--- src/sv/sktab_pkg.sv ---
// Shared types and codes for the sorted key table.
`default_nettype none

package sktab_pkg;

    // Request codes carried in the mode field
    localparam logic [1:0] MODE_INSERT = 2'd0;
    localparam logic [1:0] MODE_SEARCH = 2'd1;
    localparam logic [1:0] MODE_DELETE = 2'd2;

    // Result status codes
    typedef enum logic [1:0] {
        STAT_OK        = 2'd0,
        STAT_DUPLICATE = 2'd1,
        STAT_FULL      = 2'd2,
        STAT_NOT_FOUND = 2'd3
    } sktab_status_t;

    // Request sequencer states
    typedef enum logic [2:0] {
        S_IDLE,
        S_CMP,
        S_RED1,
        S_RED2,
        S_DEC
    } sktab_state_t;

    // Input transaction
    typedef struct packed {
        logic [1:0]  mode;
        logic [31:0] key;
        logic [31:0] payload_in;
    } sktab_in_t;

    // Output transaction
    typedef struct packed {
        logic [1:0]  status;
        logic [8:0]  position;
        logic [31:0] payload_out;
        logic [8:0]  entry_count;
    } sktab_out_t;

    // Broadcast control from the sequencer to every cell
    typedef struct packed {
        logic capture;
        logic ins;
        logic del;
    } sktab_ctl_t;

endpackage

`default_nettype wire

--- src/sv/sktab_cell.sv ---
// One table slot: holds a key and payload, compares against the request, shifts.
`default_nettype none

module sktab_cell #(
    parameter int KEY_WIDTH  = 32,
    parameter int DATA_WIDTH = 32,
    parameter int POS_W      = 9,
    parameter int INDEX      = 0
) (
    input  wire                       clk,
    input  wire                       rst_n,
    input  sktab_pkg::sktab_ctl_t     ctl,
    input  wire                       cmp_signed,
    input  wire  [KEY_WIDTH-1:0]      want_key,
    input  wire  [KEY_WIDTH-1:0]      new_key,
    input  wire  [DATA_WIDTH-1:0]     new_pay,
    input  wire  [POS_W-1:0]          count,
    input  wire  [KEY_WIDTH-1:0]      left_key,
    input  wire  [DATA_WIDTH-1:0]     left_pay,
    input  wire                       left_lt,
    input  wire  [KEY_WIDTH-1:0]      right_key,
    input  wire  [DATA_WIDTH-1:0]     right_pay,
    output logic [KEY_WIDTH-1:0]      key,
    output logic [DATA_WIDTH-1:0]     pay,
    output logic                      lt,
    output logic                      eq
);
    import sktab_pkg::*;

    localparam logic [KEY_WIDTH-1:0] SIGN_MASK = KEY_WIDTH'(1) << (KEY_WIDTH - 1);

    logic [KEY_WIDTH-1:0]  key_reg, key_next;
    logic [DATA_WIDTH-1:0] pay_reg, pay_next;
    logic                  lt_reg, lt_next;
    logic                  eq_reg, eq_next;
    logic                  occupied;
    logic [KEY_WIDTH-1:0]  have_key;

    // Compare the stored key in the table order
    always_comb
    begin
        occupied = count > POS_W'(INDEX);
        have_key = key_reg ^ (cmp_signed ? SIGN_MASK : '0);
        lt_next  = lt_reg;
        eq_next  = eq_reg;
        if (ctl.capture)
        begin
            lt_next = occupied && (have_key < want_key);
            eq_next = occupied && (have_key == want_key);
        end
    end

    // Shift up on insert, down on delete, for every slot at or above the boundary
    always_comb
    begin
        key_next = key_reg;
        pay_next = pay_reg;
        if (ctl.ins && !lt_reg)
        begin
            if (left_lt)
            begin
                key_next = new_key;
                pay_next = new_pay;
            end
            else
            begin
                key_next = left_key;
                pay_next = left_pay;
            end
        end
        else if (ctl.del && !lt_reg)
        begin
            key_next = right_key;
            pay_next = right_pay;
        end
    end

    always_ff @(posedge clk or negedge rst_n)
    begin
        if (!rst_n)
        begin
            lt_reg <= 1'b0;
            eq_reg <= 1'b0;
        end
        else
        begin
            lt_reg <= lt_next;
            eq_reg <= eq_next;
        end
    end

    // Hold slot contents; no reset needed
    always_ff @(posedge clk)
    begin
        key_reg <= key_next;
        pay_reg <= pay_next;
    end

    assign key = key_reg;
    assign pay = pay_reg;
    assign lt  = lt_reg;
    assign eq  = eq_reg;

endmodule

`default_nettype wire

--- config.mk ---
export PLATFORM = sky130hd
export DESIGN_NAME = sktab_cell
export DESIGN_NICKNAME = d
export VERILOG_FILES = /design/src/sv/sktab_pkg.sv /design/src/sv/sktab_cell.sv
export SDC_FILE = /design/constraint.sdc
export NUM_CORES = 1
export LEC_CHECK = 0
export BUFFER_PORTS_ARGS = -buffer_cell sky130_fd_sc_hd__buf_2
export CAP_MARGIN = 5
export CORE_MARGIN = 2
export CORE_UTILIZATION = 30
export CTS_CLUSTER_SIZE = 24
export DETAILED_ROUTE_END_ITERATION = 6
export PLACE_DENSITY = 0.61
export SETUP_SLACK_MARGIN = 0.02
export SYNTH_ARGS = -nofsm -noshare
export SYNTH_HDL_FRONTEND = slang
export SYNTH_SLANG_ARGS = --single-unit
--- constraint.sdc ---
create_clock -name clk -period 6.18 [get_ports clk]
set_input_delay 1.854 -clock clk [delete_from_list [all_inputs] [get_ports clk]]
set_output_delay 1.854 -clock clk [all_outputs]
set_load 0.02 [all_outputs]
# After elaboration in Yosys (flattened, before gate mapping)
# Cells that the tools add are included.
# word_totals
reg_bits	66
out_inout_bits	66
wordCells	21
# op_classes
magnitude_cmp	2
n_eq_ne	1
n_mux	7
bitwise	1
n_reduce_logical	6
# ops
op	count
$mux W32	7
$eq A32 B32 Y1	1
$lt A32 B32 Y1	1
$xor A32 B32 Y32	1
$gt A9 B1 Y1 const B	1
$logic_and A1 B1 Y1	4
$reduce_bool A2 Y1	1
$logic_not A1 Y1	1

# Logic depth before layout (Yosys ltp)
# depth
ltp_word	4
ltp_mapped	7

# Least setup slack after synthesis
# Ideal clock, no wire load.
# synth_timing
path_kind	input to register
from	in ctl[1] in the netlist's numbering
to	reg key_reg[0] (netlist: key[0]) (enable)
arrival_ns	4.592
slack_ns	1.100
stages	2
cell_sequence	nor2_1 -> nor2_1
# synth_via
elab_chain_cells	2
# synth_lines
element	line	text
from (decl)	sktab_cell.sv:12	input sktab_pkg::sktab_ctl_t ctl,
$logic_and A1 B1 Y1	sktab_cell.sv:58	if (ctl.ins && !lt_reg)
$reduce_bool A2 Y1 (no source line)	-	
to (signal assigned)	sktab_cell.sv:95	key_reg <= key_next;
to (decl)	sktab_cell.sv:32	logic [KEY_WIDTH-1:0] key_reg, key_next;
# No other way between the ends.
# A chain may end at the register's enable or synchronous reset.

# Final worst setup path
# layout_timing
from	in ctl[1] in the netlist's numbering
to	reg key_reg[19] (netlist: key[19]) (enable)
# Same word-level chain as after synthesis.

==> metrics <==
status=finished clean; TritonCTS buffer count=9; Die Y-Extent=122 um; Antenna Cells=0; layout cell share with drive strength beyond 1=46.2%; post-synthesis sequential area ratio=47.6%; Slew Viols, Final=0; Unique masters post-synth=31; std cell rows=42; Syn Std Cell Area=0.00415 mm^2; Tcrit/Tclk final=53.8%; Final Setup Violations=0; Starting DRT DRC Count=118; Max-Cap Viols=0; first-pass GRT wire length=roughly 19000 um; worst r2r dst=key[19]; clk buf depth=2; die area=0.0148 mm^2; wirelength, routed=12800 um; Worst setup SP type=primary input; hold_ws=0.555 ns; # hold bufs at CTS=0; cell taking the most area after synthesis=edfxtp_1; drt wl/cell=approximately 14 um; Synth Flop Type=edfxtp_1; IR Drop Worst-Case VDD=roughly 0.13 mV; RSZ-0062 raised after global routing=false; ys async rst share=3.03%; Post-Synthesis Net Count=around 680; Overflow after GRT=0; post-DP HPWL=10300 um; Final ANT Viol Nets=0; vias in the first global route=4115; Clock Latency Late Sink=0.32 ns; critical path capture point type=register; worst clock skew=0.00907 ns; clk slew on worst S/H paths=0.05 ns; Sink Count=66; final setup TNS=0 ns; CP arrival=between 3 and 4 ns; crit path time final=3.32 ns; area grow syn2layout=47.4%; CTS tree=built; # IOs=approximately 300; Total GRT Usage=approximately 17%; routed via count=4065; Worst Reg2Reg Path Length in Cells=2; Starting Density=31.1%; crit path kind=primary input to register; initial antenna violation count=0; Hold Crit Class=register to register; Pwr Total=roughly 1600 uW; DRC viols=0; # nets final=972; top-count cell post-synth=nand2_1; IO buf count=~310; reg2reg setup slack=4.14 ns; Ys Warns=0; Core Box Area=0.0133 mm^2; f_max=0.301 GHz; Yosys reg bits=66; synth cell count leaders=nand2_1, edfxtp_1, mux2i_1; GPL Wtd Cong=between 0.8 and 0.9; LEAKAGE=between 0.003 and 0.004 uW; postcts setup bufs=0; Worst-Margin Slew=about 1.1 ns; via density per instance=about 4.6; Worst Path Required=6.14 ns; Chip Width=between 100 and 150 um; slew margin rel.=23.7%; area share of the largest cell type after synthesis=46.4%; Hold Crit Depth=2; endpoints failing hold=0; H-tree Lvls=3; largest net degree at the start of global routing=129; post-CTS sizing=0; number of enable flip-flop cells after synthesis=64; Synth Instances=between 400 and 500; mean post-synth cell area=10.3 um^2; clk root buf=clkbuf_16; min-delay src=eq; Synth area leaders=edfxtp_1, mux2i_1, ha_1; critical path peak fanout=35; pwr/cell area=approximately 270 mW/mm^2; Hold Crit Endpoint=eq; drt first pass iters=4; Worst R2R Start=lt
==> per-stage QoR <==
stage	util [%]	worst slack (ns)	instances	instance area, um^2
finish	45.8	2.86	881	6110
global route	45.8	2.71	881	6110
CTS	45.8	2.81	881	6110
detailed placement	43.6	2.49	865	5830
global placement	43.6	2.53	865	5830
floorplan	-	1.10	404	4150
==> routing by layer <==
layer / vias to the layer above / global-route usage [%] / routed length [um]
li1: 2042 / - / -
met1: 1814 / 18.3 / 4940
met2: 195 / 31.7 / 6570
met3: 14 / 4.31 / 1050
met4: 0 / 4.09 / 190
met5: - / 0 / 0
==> cells in the final DEF, fill, tap and decap left out, types with 3 or more instances in the layout <==
master,Yosys,routed
mux2i_1,64,64
ha_1,32,32
nor2_1,6,5
a21oi_1,11,11
clkbuf_16,0,9
inv_1,34,34
buf_2,10,304
nand4_1,5,5
nand3_1,3,3
o21ai_0,37,37
nand2_1,75,74
edfxtp_1,64,64
o21ai_1,30,30
==> how the worst max path moves through the flow <==
stage          endpoint    from  depth (start not counted)  slack [ns]
6_report        key[19]  ctl[1]                          4        2.86
5_1_grt         key[19]  ctl[1]                          4        2.71
4_1_cts         key[19]  ctl[1]                          4        2.81
3_5_place_dp    key[22]  ctl[1]                          4        2.49
3_3_place_gp    key[19]  ctl[1]                          4        2.53
2_1_floorplan    key[0]  ctl[1]                          2        1.10
==> report_power, final <==
group          total [uW]  internal (uW)  leakage (uW)  switching [uW]
sequential            633            601      0.000647            32.2
combinational         500            192       0.00242             309
clock                 489            309      0.000134             180
total                1620           1100       0.00321             521
==> area by class of cell <==
class | instances | area (um^2)
Fill cell | 1313 | 7240
Sequential cell | 66 | 1970
Multi-Input combinational cell | 283 | 1970
Timing Repair Buffer | 306 | 1540
Clock buffer | 10 | 229
Tap cell | 176 | 220
Inverter | 34 | 128
Clock inverter | 6 | 57.6
==> worst max-delay path, cell delays in order <==
cell	delay (ns)
buf_2	0.11
nor2_1	0.07
nor2_4	0.66
buf_4	0.54
==> cell families (layout without fill, tap and decap cells) <==
group,count (synthesis),count (layout),synth area share [%]
DFF,66,66,47.6
buffers and inverters,55,356,5.28
xor gates and xnor gates,1,1,0.211
AOI/OAI and AO/OA,91,91,12.3
and+or+nand+nor,95,95,9.48
adders and majority gates,32,32,9.66
muxes,64,64,15.5
Note: power is estimated with default switching activity, not from simulation.
